File: config.mk
export PLATFORM = sky130hd
export DESIGN_NAME = jdd_ctrl
export DESIGN_NICKNAME = d
export VERILOG_FILES = /design/src/hdl/jdd_pkg.sv /design/src/hdl/jdd_ctrl.sv
export SDC_FILE = /design/constraint.sdc
export NUM_CORES = 1
export LEC_CHECK = 0
export BUFFER_PORTS_ARGS = -buffer_cell sky130_fd_sc_hd__buf_4
export CAP_MARGIN = 10
export CORE_UTILIZATION = 34
export DETAILED_ROUTE_END_ITERATION = 10
export PLACE_DENSITY = 0.65
export SETUP_SLACK_MARGIN = 0.15
export SLEW_MARGIN = 0
export SYNTH_ARGS = -nofsm -noshare
export SYNTH_HDL_FRONTEND = slang
export SYNTH_SLANG_ARGS = --single-unit
File: constraint.sdc
create_clock -name i_clk -period 2 [get_ports i_clk]
set_clock_uncertainty 0.05 [all_clocks]
set_input_delay 0.1 -clock i_clk [delete_from_list [all_inputs] [get_ports i_clk]]
set_output_delay 0.1 -clock i_clk [all_outputs]
set_load 0.01 [all_outputs]
File: src/hdl/jdd_pkg.sv
// Package for the joystick dead zone / direction block.
// Command and status structs, operand, capture and register codes, CORDIC angle table.
// No dependencies.
package jdd_pkg;

    localparam int STEP_W = 5;                       // CORDIC table index width
    localparam logic [31:0] KINV_Q30 = 32'd652032874;
    localparam logic [19:0] MAG_MAX  = 20'd741456;

    // multiplier operand select
    localparam logic [3:0] MS_NONE = 4'd0;
    localparam logic [3:0] MS_CK   = 4'd1;
    localparam logic [3:0] MS_AA   = 4'd2;
    localparam logic [3:0] MS_YY   = 4'd3;
    localparam logic [3:0] MS_BB   = 4'd4;
    localparam logic [3:0] MS_XX   = 4'd5;
    localparam logic [3:0] MS_T    = 4'd6;
    localparam logic [3:0] MS_AB   = 4'd7;
    localparam logic [3:0] MS_RM   = 4'd8;
    localparam logic [3:0] MS_PX   = 4'd9;
    localparam logic [3:0] MS_PY   = 4'd10;

    // product capture destination
    localparam logic [2:0] CP_NONE = 3'd0;
    localparam logic [2:0] CP_TA   = 3'd1;
    localparam logic [2:0] CP_TB   = 3'd2;
    localparam logic [2:0] CP_Q    = 3'd3;
    localparam logic [2:0] CP_QADD = 3'd4;
    localparam logic [2:0] CP_AB   = 3'd5;

    // divider operand select
    localparam logic [1:0] DS_RAD = 2'd0;
    localparam logic [1:0] DS_PRJ = 2'd1;

    // configuration register indexes
    localparam logic [1:0] REG_RECT   = 2'd0;
    localparam logic [1:0] REG_DEAD_X = 2'd1;
    localparam logic [1:0] REG_DEAD_Y = 2'd2;

    typedef struct packed {
        logic              load;
        logic              cor_en;
        logic [STEP_W-1:0] step;
        logic [3:0]        mul_sel;
        logic [2:0]        cap_sel;
        logic              sqrt_start;
        logic              div_start;
        logic [1:0]        div_sel;
        logic              cap_mag;
        logic              cap_dir;
        logic              cap_net;
        logic              cap_xo;
        logic              cap_yo;
        logic              load_out;
    } t_cmd;

    typedef struct packed {
        logic nz;
        logic rect;
        logic sqrt_busy;
        logic div_busy;
    } t_stat;

    // atan(2^-i) as binary angle, 2^31 = pi
    function automatic logic [31:0] atan_at(input logic [STEP_W-1:0] i);
        logic [31:0] v;
        case (i)
            5'd0:  v = 32'd536870912;
            5'd1:  v = 32'd316933406;
            5'd2:  v = 32'd167458907;
            5'd3:  v = 32'd85004756;
            5'd4:  v = 32'd42667331;
            5'd5:  v = 32'd21354465;
            5'd6:  v = 32'd10679838;
            5'd7:  v = 32'd5340245;
            5'd8:  v = 32'd2670163;
            5'd9:  v = 32'd1335087;
            5'd10: v = 32'd667544;
            5'd11: v = 32'd333772;
            5'd12: v = 32'd166886;
            5'd13: v = 32'd83443;
            5'd14: v = 32'd41722;
            5'd15: v = 32'd20861;
            5'd16: v = 32'd10430;
            5'd17: v = 32'd5215;
            5'd18: v = 32'd2608;
            5'd19: v = 32'd1304;
            5'd20: v = 32'd652;
            5'd21: v = 32'd326;
            5'd22: v = 32'd163;
            5'd23: v = 32'd81;
            default: v = 32'd0;
        endcase
        return v;
    endfunction

endpackage

File: src/hdl/jdd_ctrl.sv
// Controller: sequences CORDIC, multiplies, sqrt and divides; owns handshakes.
// Uses jdd_pkg.
module jdd_ctrl #(
    parameter int CORDIC_STEPS = 16
) (
    input  logic           i_clk,
    input  logic           i_rst_n,
    input  logic           i_s_tvalid,
    output logic           o_s_tready,
    output logic           o_m_tvalid,
    input  logic           i_m_tready,
    input  jdd_pkg::t_stat i_stat,
    output jdd_pkg::t_cmd  o_cmd
);
    localparam int CW = $clog2(CORDIC_STEPS);

    localparam logic [4:0] S_IDLE = 5'd0;
    localparam logic [4:0] S_COR  = 5'd1;
    localparam logic [4:0] S_MMUL = 5'd2;
    localparam logic [4:0] S_MAG  = 5'd3;
    localparam logic [4:0] S_DIR  = 5'd4;
    localparam logic [4:0] S_AA   = 5'd5;
    localparam logic [4:0] S_YY   = 5'd6;
    localparam logic [4:0] S_W1   = 5'd7;
    localparam logic [4:0] S_T1   = 5'd8;
    localparam logic [4:0] S_BB   = 5'd9;
    localparam logic [4:0] S_XX   = 5'd10;
    localparam logic [4:0] S_W2   = 5'd11;
    localparam logic [4:0] S_T2   = 5'd12;
    localparam logic [4:0] S_AB   = 5'd13;
    localparam logic [4:0] S_SQ   = 5'd14;
    localparam logic [4:0] S_SQW  = 5'd15;
    localparam logic [4:0] S_RM   = 5'd16;
    localparam logic [4:0] S_RD   = 5'd17;
    localparam logic [4:0] S_RDW  = 5'd18;
    localparam logic [4:0] S_NET  = 5'd19;
    localparam logic [4:0] S_PXM  = 5'd20;
    localparam logic [4:0] S_PXD  = 5'd21;
    localparam logic [4:0] S_PXW  = 5'd22;
    localparam logic [4:0] S_PYM  = 5'd23;
    localparam logic [4:0] S_PYD  = 5'd24;
    localparam logic [4:0] S_PYW  = 5'd25;
    localparam logic [4:0] S_PYC  = 5'd26;
    localparam logic [4:0] S_FIN  = 5'd27;

    logic [4:0]    r_state, n_state;
    logic [CW-1:0] r_cnt, n_cnt;
    logic          r_valid, n_valid;
    logic          w_out_free;

    assign o_s_tready = (r_state == S_IDLE);
    assign o_m_tvalid = r_valid;
    assign w_out_free = !r_valid || i_m_tready;

    // next state and commands
    always_comb begin
        n_state = r_state;
        n_cnt   = r_cnt;
        n_valid = (r_valid && i_m_tready) ? 1'b0 : r_valid;
        o_cmd   = '0;
        o_cmd.step = jdd_pkg::STEP_W'(r_cnt);
        case (r_state)
            S_IDLE: begin
                if (i_s_tvalid) begin
                    o_cmd.load = 1'b1;
                    n_cnt      = '0;
                    n_state    = S_COR;
                end
            end
            S_COR: begin
                o_cmd.cor_en = 1'b1;
                n_cnt        = r_cnt + 1'b1;
                if (r_cnt == CW'(CORDIC_STEPS - 1)) n_state = S_MMUL;
            end
            S_MMUL: begin o_cmd.mul_sel = jdd_pkg::MS_CK; n_state = S_MAG; end
            S_MAG:  begin o_cmd.cap_mag = 1'b1; n_state = S_DIR; end
            S_DIR: begin
                o_cmd.cap_dir = 1'b1;
                n_state = (i_stat.rect || !i_stat.nz) ? S_FIN : S_AA;
            end
            S_AA: begin o_cmd.mul_sel = jdd_pkg::MS_AA; n_state = S_YY; end
            S_YY: begin
                o_cmd.mul_sel = jdd_pkg::MS_YY;
                o_cmd.cap_sel = jdd_pkg::CP_TA;
                n_state = S_W1;
            end
            S_W1: begin o_cmd.cap_sel = jdd_pkg::CP_TB; n_state = S_T1; end
            S_T1: begin o_cmd.mul_sel = jdd_pkg::MS_T; n_state = S_BB; end
            S_BB: begin
                o_cmd.mul_sel = jdd_pkg::MS_BB;
                o_cmd.cap_sel = jdd_pkg::CP_Q;
                n_state = S_XX;
            end
            S_XX: begin
                o_cmd.mul_sel = jdd_pkg::MS_XX;
                o_cmd.cap_sel = jdd_pkg::CP_TA;
                n_state = S_W2;
            end
            S_W2: begin o_cmd.cap_sel = jdd_pkg::CP_TB; n_state = S_T2; end
            S_T2: begin o_cmd.mul_sel = jdd_pkg::MS_T; n_state = S_AB; end
            S_AB: begin
                o_cmd.mul_sel = jdd_pkg::MS_AB;
                o_cmd.cap_sel = jdd_pkg::CP_QADD;
                n_state = S_SQ;
            end
            S_SQ: begin
                o_cmd.cap_sel    = jdd_pkg::CP_AB;
                o_cmd.sqrt_start = 1'b1;
                n_state = S_SQW;
            end
            S_SQW: if (!i_stat.sqrt_busy) n_state = S_RM;
            S_RM:  begin o_cmd.mul_sel = jdd_pkg::MS_RM; n_state = S_RD; end
            S_RD: begin
                o_cmd.div_start = 1'b1;
                o_cmd.div_sel   = jdd_pkg::DS_RAD;
                n_state = S_RDW;
            end
            S_RDW: if (!i_stat.div_busy) n_state = S_NET;
            S_NET: begin o_cmd.cap_net = 1'b1; n_state = S_PXM; end
            S_PXM: begin o_cmd.mul_sel = jdd_pkg::MS_PX; n_state = S_PXD; end
            S_PXD: begin
                o_cmd.div_start = 1'b1;
                o_cmd.div_sel   = jdd_pkg::DS_PRJ;
                n_state = S_PXW;
            end
            S_PXW: if (!i_stat.div_busy) n_state = S_PYM;
            S_PYM: begin
                o_cmd.cap_xo  = 1'b1;
                o_cmd.mul_sel = jdd_pkg::MS_PY;
                n_state = S_PYD;
            end
            S_PYD: begin
                o_cmd.div_start = 1'b1;
                o_cmd.div_sel   = jdd_pkg::DS_PRJ;
                n_state = S_PYW;
            end
            S_PYW: if (!i_stat.div_busy) n_state = S_PYC;
            S_PYC: begin o_cmd.cap_yo = 1'b1; n_state = S_FIN; end
            S_FIN: begin
                if (w_out_free) begin
                    o_cmd.load_out = 1'b1;
                    n_valid = 1'b1;
                    n_state = S_IDLE;
                end
            end
            default: n_state = S_IDLE;
        endcase
    end

    always_ff @(posedge i_clk) begin
        if (!i_rst_n) begin
            r_state <= S_IDLE;
            r_cnt   <= '0;
            r_valid <= 1'b0;
        end else begin
            r_state <= n_state;
            r_cnt   <= n_cnt;
            r_valid <= n_valid;
        end
    end
endmodule
==> flow_summary.rst, run 1 <==
.. list-table::
   :header-rows: 1

   * - Metric
     - Value
   * - Max-cap check violation count
     - 0
   * - Reg2Reg Launch Point
     - r_state[3]$_SDFFE_PN0P_
   * - Worst Hold Path Cells
     - 3
   * - Asr flop ratio synth
     - 0%
   * - Count of final max-slew check failures
     - 0
   * - Initial DRT Pass Iterations
     - 4
   * - Final global-route overflow total
     - 0
   * - Total number of H-tree levels
     - 1
   * - Internal portion of total power
     - 0.000732 W
   * - Final hold viol count
     - 0
   * - Net Switching
     - 0.000612 W
   * - Type of the most critical hold path
     - in2reg
   * - Vertical extent of the die
     - 56.0 µm
   * - Share of power burned in combinational logic
     - 68.0%
   * - Number of cell rows
     - 19
   * - Portion of total power attributed to the clock network
     - 9.7%
   * - Cell type with the highest aggregate area in the netlist
     - sky130_fd_sc_hd__dfxtp_1
   * - Setup TNS
     - 0 ns
   * - Cts hold-fix bufs
     - 0
   * - Core region area
     - 0.00276 mm²
   * - Library cell used as clock root buffer
     - sky130_fd_sc_hd__clkbuf_4
   * - Maximum clock rate
     - 565 MHz
   * - Class of the most critical setup path
     - reg2reg
   * - Sequential share of power
     - 22.2%
   * - Routed length per placed instance
     - 13.2 µm
   * - Last weighted congestion value of the routability-driven placer
     - 0.862
   * - Via/cell ratio
     - 5.37
   * - Initial cell density of the core
     - 35.9%
   * - Worst Reg2Reg Path Length in Cells
     - 6
   * - Cell area after synthesis
     - 990 µm²
   * - Final worst path period need
     - 1.77 ns
   * - Largest cells by area after synthesis
     - sky130_fd_sc_hd__dfxtp_1 (20%), sky130_fd_sc_hd__nor2_1 (7.2%), sky130_fd_sc_hd__nand2_1 (6.1%), sky130_fd_sc_hd__o21ai_0 (5.1%), sky130_fd_sc_hd__mux2i_1 (4.0%)
   * - I/O pin total
     - 34
   * - # setup viols final
     - 0
   * - Combined global-route utilization of all metal layers
     - 17.3%
   * - DRC violation count after routing
     - 0
   * - Diodes inserted
     - 0
   * - Count of cell types in the netlist
     - 53
   * - R2R Setup Slk
     - 0.23 ns
   * - Vias in the first global route
     - 996
   * - Global-route wire length before repair
     - 4400 µm
   * - Share of the synthesized area in the top cell type
     - 20.2%
   * - Proportion of synthesized chip area in sequential cells
     - 20.2%
   * - Post-synthesis cell count
     - 138
   * - Power density over cell area
     - 1050 mW/mm²
   * - Kind of start point of the critical path
     - register
   * - Data required time at the worst endpoint
     - 2.10 ns
   * - Starting DRT DRC Count
     - 21
   * - FF-to-FF End
     - r_state[3]$_SDFFE_PN0P_
   * - Number of inserted filler cells in the final layout
     - 288
   * - Post-route worst hold slack
     - 0.103 ns
   * - Post CTS Setup Buffer Count
     - 0
   * - Crit. End Element
     - register
   * - Maximum net fanout on the critical path
     - 9
   * - Most frequent cell after synthesis
     - sky130_fd_sc_hd__nor2_1
   * - Maximum number of pins on one net before global-route repair
     - 15
   * - Top cells by count, synth
     - sky130_fd_sc_hd__nor2_1 (19), sky130_fd_sc_hd__nand2_1 (16), sky130_fd_sc_hd__dfxtp_1 (10), sky130_fd_sc_hd__o21ai_0 (10), sky130_fd_sc_hd__nor3_1 (7)
   * - Routed wire length
     - 2660 µm
   * - Number of buffers on the longest clock path
     - 2
   * - Hold endpoint
     - r_state[1]$_SDFFE_PN0P_
   * - Arrival time of data at the critical path endpoint
     - 1.88 ns
   * - Clock transition at path regs
     - 0.06 ns
   * - Start point of the worst min-delay path
     - i_rst_n
   * - RSZ-0062 raised after global routing
     - no
   * - HPWL after detailed placement
     - 2090 µm
   * - Number of routed nets with antenna violations
     - 0
   * - Clock sink total
     - 10
   * - Floorplan die area
     - 0.00313 mm²
   * - Fin nets
     - 181
   * - Number of flops mapped to enable cells by yosys
     - 0
   * - Final Cycle Share
     - 88.6%
   * - Syn avg cell area
     - 7.17 µm²
   * - Synth-to-layout area growth
     - 29.3%
   * - Port buffer count
     - 31
   * - Clock latency on the worst-skew pair
     - 0.25 ns
   * - Synthesis-stage register bit count
     - 10
   * - Static leakage
     - 0.566 nW
   * - Die width
     - 56.0 µm
   * - Commonest register cell after synthesis
     - sky130_fd_sc_hd__dfxtp_1
   * - Fraction of final layout cells sized beyond drive strength 1
     - 35.3%
   * - Vias
     - 1079
   * - Peak supply drop
     - 0.000806 V
   * - Total of warnings raised by yosys
     - 0
   * - Antenna violations before repair
     - 0
   * - Switching share of power
     - 45.5%
   * - CTS tree
     - built
   * - Number of buffers inserted during clock tree synthesis
     - 3
   * - Status
     - finished clean
## registers in the layout, summed over array words and instances, names as in the netlist
| signal | flops |
|---|---|
| r_cnt | 4 |
| r_state | 5 |
| o_m_tvalid | 1 |
## critical path: stages (launching register included)
cell and delay (ns):
sky130_fd_sc_hd__dfxtp_2 0.36, sky130_fd_sc_hd__buf_4 0.17, sky130_fd_sc_hd__nand2b_1 0.15, sky130_fd_sc_hd__nor2_1 0.09, sky130_fd_sc_hd__a22o_4 0.26, sky130_fd_sc_hd__or4_1 0.51
sky130_fd_sc_hd__o31ai_1 0.08
## repair_timing
action	in CTS	in global routing
pin swaps	0	1
endpoints found under the setup margin	1	7
resized for setup	2	6
## placed cells by master, fill, tap and decap left out, types with 3 or more instances in the layout
master	count
sky130_fd_sc_hd__mux2i_1	4
sky130_fd_sc_hd__nand3_1	5
sky130_fd_sc_hd__o21ai_0	10
sky130_fd_sc_hd__dfxtp_1	5
sky130_fd_sc_hd__a21oi_1	4
sky130_fd_sc_hd__and3_1	3
sky130_fd_sc_hd__nor3_1	7
sky130_fd_sc_hd__nor2_1	18
sky130_fd_sc_hd__nand2b_1	3
sky130_fd_sc_hd__buf_4	39
sky130_fd_sc_hd__nand2_1	16
sky130_fd_sc_hd__dfxtp_2	5
sky130_fd_sc_hd__inv_1	3
sky130_fd_sc_hd__clkbuf_4	3
## logic make-up (layout without fill, tap and decap cells)
kind of cell / Yosys count / in the layout / synth area share, %
flip-flops: 10 / 10 / 20.2
buffers and inverters: 17 / 48 / 11.2
adder cells (fa/ha/maj): 1 / 1 / 1.26
AO/OA/AOI/OAI: 31 / 31 / 21.0
XOR/XNOR: 1 / 1 / 0.885
AND/OR/NAND/NOR: 72 / 72 / 39.4
other: 1 / 2 / 0.379
multiplexers: 5 / 5 / 5.56
## through the flow
stage          instance area (µm²)  setup WS [ns]  utilization (%)  power [W]  instances
2_1_floorplan                  993          0.203                -   0.000925        139
3_3_place_gp                  1240          0.216             45.0    0.00117        198
3_5_place_dp                  1240          0.140             45.0    0.00119        198
4_1_cts                       1260          0.156             45.9    0.00133        201
5_1_grt                       1280          0.165             46.4    0.00145        201
6_report                      1280          0.229             46.4    0.00134        201
## power groups by stage
stage / registers, W / logic (W) / clock network [W]
CTS: 0.000291 / 0.000898 / 0.000138
finish: 0.000299 / 0.000914 / 0.000131
detailed placement: 0.000294 / 0.000892 / 0
floorplan: 0.000274 / 0.000651 / 0
global placement: 0.000293 / 0.000879 / 0
global route: 0.000308 / 0.000997 / 0.000150
## routing by layer
layer	wire length [µm]	up-vias	track usage, %
met5	0	-	0
met4	34	0	6.27
met3	137	4	2.09
met2	1270	32	29.9
met1	1220	494	22.1
li1	-	549	-
## worst max-delay path by stage
stage	from	end	slack, ns	depth (start not counted)
after global placement	r_state[3]$_SDFFE_PN0P_	r_state[3]$_SDFFE_PN0P_	0.22	5
after floorplan	r_state[2]$_SDFFE_PN0P_	r_state[0]$_SDFFE_PN0P_	0.20	6
after global routing	r_state[1]$_SDFFE_PN0P_	o_cmd[13]	0.17	6
after CTS	r_state[1]$_SDFFE_PN0P_	r_state[3]$_SDFFE_PN0P_	0.16	5
final	r_state[3]$_SDFFE_PN0P_	r_state[3]$_SDFFE_PN0P_	0.23	6
after detailed placement	r_state[3]$_SDFFE_PN0P_	r_state[3]$_SDFFE_PN0P_	0.14	5
## final cells by class
type | count | area [µm²] | area share (%)
inverters | 5 | 18.8 | 1.47
multi-input cells | 112 | 689 | 53.9
flip-flops and latches | 10 | 206 | 16.1
clock buffers | 3 | 22.5 | 1.76
repair buffers | 40 | 304 | 23.8
well taps | 31 | 38.8 | 3.03
No activity file was read; power rests on OpenSTA's default activity.
==> run 2: changes to the inputs <==
--- a/constraint.sdc
+++ b/constraint.sdc
@@ -3,3 +3,3 @@
 set_input_delay 0.1 -clock i_clk [delete_from_list [all_inputs] [get_ports i_clk]]
 set_output_delay 0.1 -clock i_clk [all_outputs]
-set_load 0.01 [all_outputs]
+set_load 0.1 [all_outputs]
==> run 2 against run 1 <==
Routed wire length increased by 12%; sequential cell count stayed put; core utilization up 10 points; count of clock-buffer cells in the layout is 1 higher; critical endpoint unchanged; worst setup slack worse by 0.032 ns.
==> flow_summary.rst, run 2 (synthesis results as in run 1) <==
.. list-table::
   :header-rows: 1

   * - Metric
     - Value
   * - Floorplan die area
     - 0.00313 mm² (unchanged)
   * - Max reg flops
     - 5 (unchanged)
   * - Library cell used as clock root buffer
     - sky130_fd_sc_hd__clkbuf_4
   * - Count of final max-slew check failures
     - 0 (unchanged)
   * - Antenna violations before repair
     - 0 (unchanged)
   * - Vias in the first global route
     - 1104 (+11%)
   * - Initial DRT Pass Iterations
     - 5 (+1)
   * - Fraction of final layout cells sized beyond drive strength 1
     - 50.6% (+15 points)
   * - Clock sink total
     - 10 (unchanged)
   * - Ordered list of cells on the worst path
     - nor4bb_1, o211a_1, a211o_1, or4_1, o31ai_1
   * - Maximum number of pins on one net before global-route repair
     - 16 (+1)
   * - Combined global-route utilization of all metal layers
     - 19.7% (+2.4 points)
   * - Fin nets
     - 186 (+2.8%)
   * - I/O pin total
     - 34 (unchanged)
   * - Number of buffers inserted during clock tree synthesis
     - 3 (unchanged)
   * - Number of buffers on the longest clock path
     - 2 (unchanged)
   * - DRC violation count after routing
     - 0 (unchanged)
   * - Final global-route overflow total
     - 0 (unchanged)
   * - Post-route worst hold slack
     - 0.0904 ns (-0.0125 ns)
   * - Last weighted congestion value of the routability-driven placer
     - 0.806 (-6.5%)
   * - Class of the most critical setup path
     - reg2reg
   * - Power density over cell area
     - 1360 mW/mm² (+30%)
   * - Max-cap check violation count
     - 0 (unchanged)
   * - Crit. End Element
     - register
   * - Routed wire length
     - 2980 µm (+12%)
   * - CTS tree
     - built
   * - Maximum clock rate
     - 555 MHz (-1.8%)
   * - Arrival time of data at the critical path endpoint
     - 1.93 ns (+0.05 ns)
   * - Cell total after placement
     - 202 (+2.0%)
   * - Maximum net fanout on the critical path
     - 10 (+1)
   * - Clock latency on the worst-skew pair
     - 0.27 ns (+0.02 ns)
   * - Die width
     - 56.0 µm (unchanged)
   * - Initial cell density of the core
     - 35.9% (unchanged)
   * - Cts hold-fix bufs
     - 0 (unchanged)
   * - Starting DRT DRC Count
     - 38 (+81%)
   * - Clock transition at path regs
     - 0.07 ns (about the same)
   * - Status
     - finished clean
   * - Final hold viol count
     - 0 (unchanged)
   * - Most flop-heavy register
     - r_state
   * - Total number of H-tree levels
     - 1 (unchanged)
   * - Core region area
     - 0.00276 mm² (unchanged)
   * - Diodes inserted
     - 0 (unchanged)
   * - Summed area of non-filler cells in the final layout
     - 0.00157 mm² (+22%)
   * - Dpl cell area
     - 0.00140 mm² (+13%)
   * - Data required time at the worst endpoint
     - 2.13 ns (+0.03 ns)
   * - Vertical extent of the die
     - 56.0 µm (unchanged)
   * - Static leakage
     - 0.627 nW (+11%)
   * - # setup viols final
     - 0 (unchanged)
   * - Vias
     - 1144 (+6.0%)
   * - Final worst path period need
     - 1.80 ns (+0.0318 ns)
   * - Setup TNS
     - 0 ns (unchanged)
   * - Leading cell type in the layout, fill and taps excluded
     - sky130_fd_sc_hd__buf_4
   * - RSZ-0062 raised after global routing
     - yes
   * - Global-route wire length before repair
     - 5020 µm (+14%)
   * - Type of the most critical hold path
     - in2reg
   * - Most frequent cells in the layout
     - sky130_fd_sc_hd__buf_4 (34), sky130_fd_sc_hd__nand2_1 (13), sky130_fd_sc_hd__nor2_1 (12)
   * - Cell with the biggest individual delay on the critical path
     - sky130_fd_sc_hd__or4_1
   * - Synth-to-layout area growth
     - 58.3%
   * - Final Instance Count excl. Fillers
     - 207 (+3.0%)
   * - Number of routed nets with antenna violations
     - 0 (unchanged)
   * - Port buffer count
     - 31 (unchanged)
   * - Via/cell ratio
     - 5.53 (+3.0%)
   * - Number of cell rows
     - 19 (unchanged)
   * - Kind of start point of the critical path
     - register
   * - Peak supply drop
     - 0.00103 V (+28%)
   * - Total Power
     - 0.00214 W (+59%)
   * - Final Cycle Share
     - 90.2% (+1.6 points)
   * - Routed length per placed instance
     - 14.4 µm (+9.0%)
   * - HPWL after detailed placement
     - 2250 µm (+7.7%)
   * - Crit path largest cell delay
     - 0.51 ns (about the same)
[run 2: changes by cell type in the layout (fill, tap and decap cells not counted), sizes merged]
| cell | change |
|---|---|
| inv | -1 |
| clkbuf | +1 |
| buf | +5 |
| clkinvlp | +1 |
[run 2: cell type report]
| class | count | area [µm²] |
|---|---|---|
| clock buffers | 4 | 36.3 |
| fillers | 241 | 1190 |
| inverters | 5 | 25.0 |
| multi-input cells | 112 | 831 |
| flip-flops and latches | 10 | 214 |
| well taps | 31 | 38.8 |
| repair buffers | 45 | 422 |
[run 2: timing repair]
action                     4_1_cts  5_1_grt
gates cloned                     0        0
setup endpoints to repair       13       13
gates resized for setup         14       22
setup buffers                    0        1
[run 2: worst paths after layout]
path,start,endpoint,slack [ns],cells after the start
hold / removal,i_rst_n,r_cnt[3]$_SDFFE_PN0P_,0.09,3
setup reg to reg,r_state[3]$_SDFFE_PN0P_,r_state[3]$_SDFFE_PN0P_,0.20,5
hold reg to reg,r_cnt[3]$_SDFFE_PN0P_,r_cnt[3]$_SDFFE_PN0P_,0.43,1
setup / recovery,r_state[3]$_SDFFE_PN0P_,r_state[3]$_SDFFE_PN0P_,0.20,5
[run 2: metrics by stage]
step	util (%)	setup slack, ns
floorplan	-	-0.454
global placement	50.9	0.227
detailed placement	50.9	0.147
CTS	53.8	0.152
global route	56.8	0.126
finish	56.8	0.197
[run 2: power by group]
part	switching (W)	internal, W	total (W)
clock	0.0000740	0.000111	0.000185
combinational	0.00109	0.000545	0.00164
sequential	0.0000635	0.000250	0.000314
[run 2: worst max-delay path, delay by kind of cell (launching register included)]
family	cells	cell delay, ns
compound gates	3	0.61
flops	1	0.38
simple gates	2	0.68
[run 2: per-layer routing]
layer | up-vias | share of wire (%) | routed length [µm] | global-route usage, %
li1 | 564 | - | - | -
met1 | 531 | 43 | 1290 | 25.1
met2 | 45 | 50 | 1490 | 32.5
met3 | 4 | 5.1 | 153 | 3.95
met4 | 0 | 1.6 | 47 | 8.01
met5 | - | 0 | 0 | 0
==> run 3: changes to the inputs <==
Settings changed: ABC_AREA set to 1.
==> run 3 against run 2 <==
Via count up 6.5%; non-clock buffer count down 12; worst hold slack worse by 0.034 ns; cell area down 13%; count of clock-buffer cells in the layout unchanged; core utilization down 3.9 points; register-to-register slack better by 0.18 ns; worst setup slack better by 0.026 ns; total power up 4.1%; largest power group unchanged; highest routed layer unchanged.
==> flow_summary.rst, run 3 <==
.. list-table::
   :header-rows: 1

   * - Metric
     - Value
   * - Routed length per placed instance
     - 11.5 µm (-20%)
   * - Total of warnings raised by yosys
     - 0 (unchanged)
   * - Top cells by count, synth
     - sky130_fd_sc_hd__nand2_1 (54), sky130_fd_sc_hd__nor2_1 (32), sky130_fd_sc_hd__inv_1 (23), sky130_fd_sc_hd__nand3_1 (18), sky130_fd_sc_hd__dfxtp_1 (10)
   * - Fin util
     - 52.9% (-3.9 points)
   * - Routed wire length
     - 2790 µm (-6.5%)
   * - Floorplan die area
     - 0.00305 mm² (-2.7%)
   * - Max-cap check violation count
     - 0 (unchanged)
   * - Peak supply drop
     - 0.00126 V (+22%)
   * - Data required time at the worst endpoint
     - 1.85 ns (-0.28 ns)
   * - Library cell used as clock root buffer
     - sky130_fd_sc_hd__clkbuf_4
   * - Asr flop ratio synth
     - 0% (unchanged)
   * - Clock latency on the worst-skew pair
     - 0.27 ns (about the same)
   * - Leading cell type in the layout, fill and taps excluded
     - sky130_fd_sc_hd__nand2_1
   * - Largest cells by area after synthesis
     - sky130_fd_sc_hd__nand2_1 (21%), sky130_fd_sc_hd__dfxtp_1 (21%), sky130_fd_sc_hd__nor2_1 (12%), sky130_fd_sc_hd__nand3_1 (9.4%), sky130_fd_sc_hd__inv_1 (9.0%)
   * - Global-route wire length before repair
     - 4720 µm (-5.9%)
   * - Starting DRT DRC Count
     - 32 (-16%)
   * - Final Cycle Share
     - 88.8% (-1.3 points)
   * - Class of the most critical setup path
     - reg2out
   * - Syn avg cell area
     - 5.35 µm² (-25%)
   * - Fraction of final layout cells sized beyond drive strength 1
     - 31.1% (-19 points)
   * - Maximum number of pins on one net before global-route repair
     - 20 (+4)
   * - Clock sink total
     - 10 (unchanged)
   * - RSZ-0062 raised after global routing
     - yes
   * - Synth-to-layout area growth
     - 41.1%
   * - Last weighted congestion value of the routability-driven placer
     - 0.904 (+12%)
   * - Initial cell density of the core
     - 37.5% (+1.6 points)
   * - Worst setup path startpoint
     - r_state[2]$_SDFFE_PN0P_
   * - CTS tree
     - built
   * - Number of buffers inserted during clock tree synthesis
     - 3 (unchanged)
   * - Final hold viol count
     - 0 (unchanged)
   * - Post CTS Setup Buffer Count
     - 0 (unchanged)
   * - Proportion of synthesized chip area in sequential cells
     - 20.8% (+0.58 points)
   * - Most flop-heavy register
     - r_state
   * - Kind of start point of the critical path
     - register
   * - Cell type with the highest aggregate area in the netlist
     - sky130_fd_sc_hd__nand2_1
   * - HPWL after detailed placement
     - 2240 µm (-0.56%)
   * - # setup viols final
     - 0 (unchanged)
   * - Status
     - finished clean
   * - Antenna violations before repair
     - 0 (unchanged)
   * - Cell area after synthesis
     - 962 µm² (-2.8%)
   * - Share of the synthesized area in the top cell type
     - 21.1% (+0.84 points)
   * - R2R Setup Slk
     - 0.38 ns (+0.18 ns)
   * - Vias
     - 1218 (+6.5%)
   * - Most frequent cells in the layout
     - sky130_fd_sc_hd__nand2_1 (54), sky130_fd_sc_hd__buf_4 (26), sky130_fd_sc_hd__nor2_1 (24)
   * - Number of routed nets with antenna violations
     - 0 (unchanged)
   * - Max reg flops
     - 5 (unchanged)
   * - Reg2Reg Launch Point
     - r_state[4]$_SDFFE_PN0P_
   * - Via/cell ratio
     - 5.03 (-8.9%)
   * - Maximum net fanout on the critical path
     - 8 (-2)
   * - Diodes inserted
     - 0 (unchanged)
   * - Vias in the first global route
     - 1111 (+0.63%)
   * - Most frequent cell after synthesis
     - sky130_fd_sc_hd__nand2_1
   * - Fin nets
     - 222 (+19%)
   * - Core region area
     - 0.00257 mm² (-6.9%)
   * - Commonest register cell after synthesis
     - sky130_fd_sc_hd__dfxtp_1
   * - Die width
     - 55.2 µm (-1.3%)
   * - Combined global-route utilization of all metal layers
     - 21.7% (+2.0 points)
   * - Final global-route overflow total
     - 0 (unchanged)
   * - Number of flops mapped to enable cells by yosys
     - 0 (unchanged)
   * - Count of final max-slew check failures
     - 0 (unchanged)
   * - Post-route worst hold slack
     - 0.0568 ns (-0.0337 ns)
   * - Type of the most critical hold path
     - in2reg
   * - Synthesis-stage register bit count
     - 10 (unchanged)
   * - Static leakage
     - 0.735 nW (+17%)
   * - Number of buffers on the longest clock path
     - 2 (unchanged)
   * - Power density over cell area
     - 1640 mW/mm² (+20%)
   * - Initial DRT Pass Iterations
     - 4 (-1)
   * - Post-synthesis cell count
     - 180 (+30%)
   * - Cell total after placement
     - 238 (+18%)
   * - Start point of the worst min-delay path
     - i_rst_n
   * - Count of cell types in the netlist
     - 25 (-53%)
   * - Maximum clock rate
     - 563 MHz (+1.5%)
   * - Clock transition at path regs
     - 0.07 ns (about the same)
   * - Cts hold-fix bufs
     - 0 (unchanged)
   * - I/O pin total
     - 34 (unchanged)
   * - Port buffer count
     - 31 (unchanged)
   * - DRC violation count after routing
     - 0 (unchanged)
   * - Arrival time of data at the critical path endpoint
     - 1.63 ns (-0.30 ns)
   * - Crit. End Element
     - primary output
   * - Vertical extent of the die
     - 55.2 µm (-1.3%)
   * - Number of cell rows
     - 18 (-1)
   * - Final Instance Count excl. Fillers
     - 242 (+17%)
   * - Total Power
     - 0.00222 W (+4.1%)
   * - Total number of H-tree levels
     - 1 (unchanged)
   * - Final worst path period need
     - 1.78 ns (-0.0263 ns)
==> run 3: cell count changes in the layout (fill, tap and decap cells not counted), sizes merged, moves of 6 or more <==
cell	delta
nand2	+39
buf	-12
nor2	+17
inv	+21
nand3	+12
nor3	-6
==> run 3: worst max-delay path, cell delays in order (launching register included) <==
cell	delay (ns)
sky130_fd_sc_hd__dfxtp_2	0.36
sky130_fd_sc_hd__nor2_2	0.30
sky130_fd_sc_hd__nand2_1	0.18
sky130_fd_sc_hd__nor2_2	0.26
sky130_fd_sc_hd__buf_6	0.27
==> run 3: cell type report <==
| cell class | count | area (µm²) |
|---|---|---|
| fill | 273 | 1210 |
| inverter | 25 | 100 |
| tap | 30 | 37.5 |
| multi-input combinational | 140 | 694 |
| timing repair buffer | 33 | 283 |
| sequential | 10 | 206 |
| clock buffer | 4 | 36.3 |
==> run 3: timing repair <==
item / 4_1_cts / 5_1_grt
endpoints found under the setup margin: 6 / 10
resized for setup: 5 / 12
endpoints found under the hold margin: 0 / 0
cloned: 0 / 0
==> run 3: stage by stage <==
stage	cell area [µm²]	TNS, ns	setup slack [ns]
2_1_floorplan	1020	-1.10	-0.299
3_3_place_gp	1260	0	0.343
3_5_place_dp	1260	0	0.352
4_1_cts	1320	0	0.160
5_1_grt	1360	0	0.0969
6_report	1360	0	0.223
==> run 3: path summary, 6_finish.rpt <==
path / end / depth (start not counted)
worst max-delay path: o_cmd[22] / 4
worst max register to register: r_state[3]$_SDFFE_PN0P_ / 8
worst min register to register: r_cnt[0]$_SDFFE_PN0P_ / 1
worst min-delay path: r_state[0]$_SDFFE_PN0P_ / 3
==> run 3: kinds of logic after synthesis <==
family                     synth area share [%]
AOI/OAI and AO/OA                          12.5
and+or+nand+nor                            51.0
other                                     0.390
buffers and inverters                      14.0
adders and majority gates                  1.30
DFF                                        20.8
==> run 3: power breakdown <==
| group | internal [W] | total, W | switching (W) | leakage [nW] |
|---|---|---|---|---|
| Clock | 0.000110 | 0.000182 | 0.0000713 | 0.0210 |
| Combinational | 0.000402 | 0.00172 | 0.00132 | 0.630 |
| Sequential | 0.000252 | 0.000322 | 0.0000698 | 0.0838 |
==> run 3: layer usage <==
layer,vias up,share of wire (%),GRT usage [%]
met1,542,46,27.5
li1,635,-,-
met3,6,4.7,1.91
met2,35,48,36.3
met5,-,0,0
met4,0,2.0,10.8
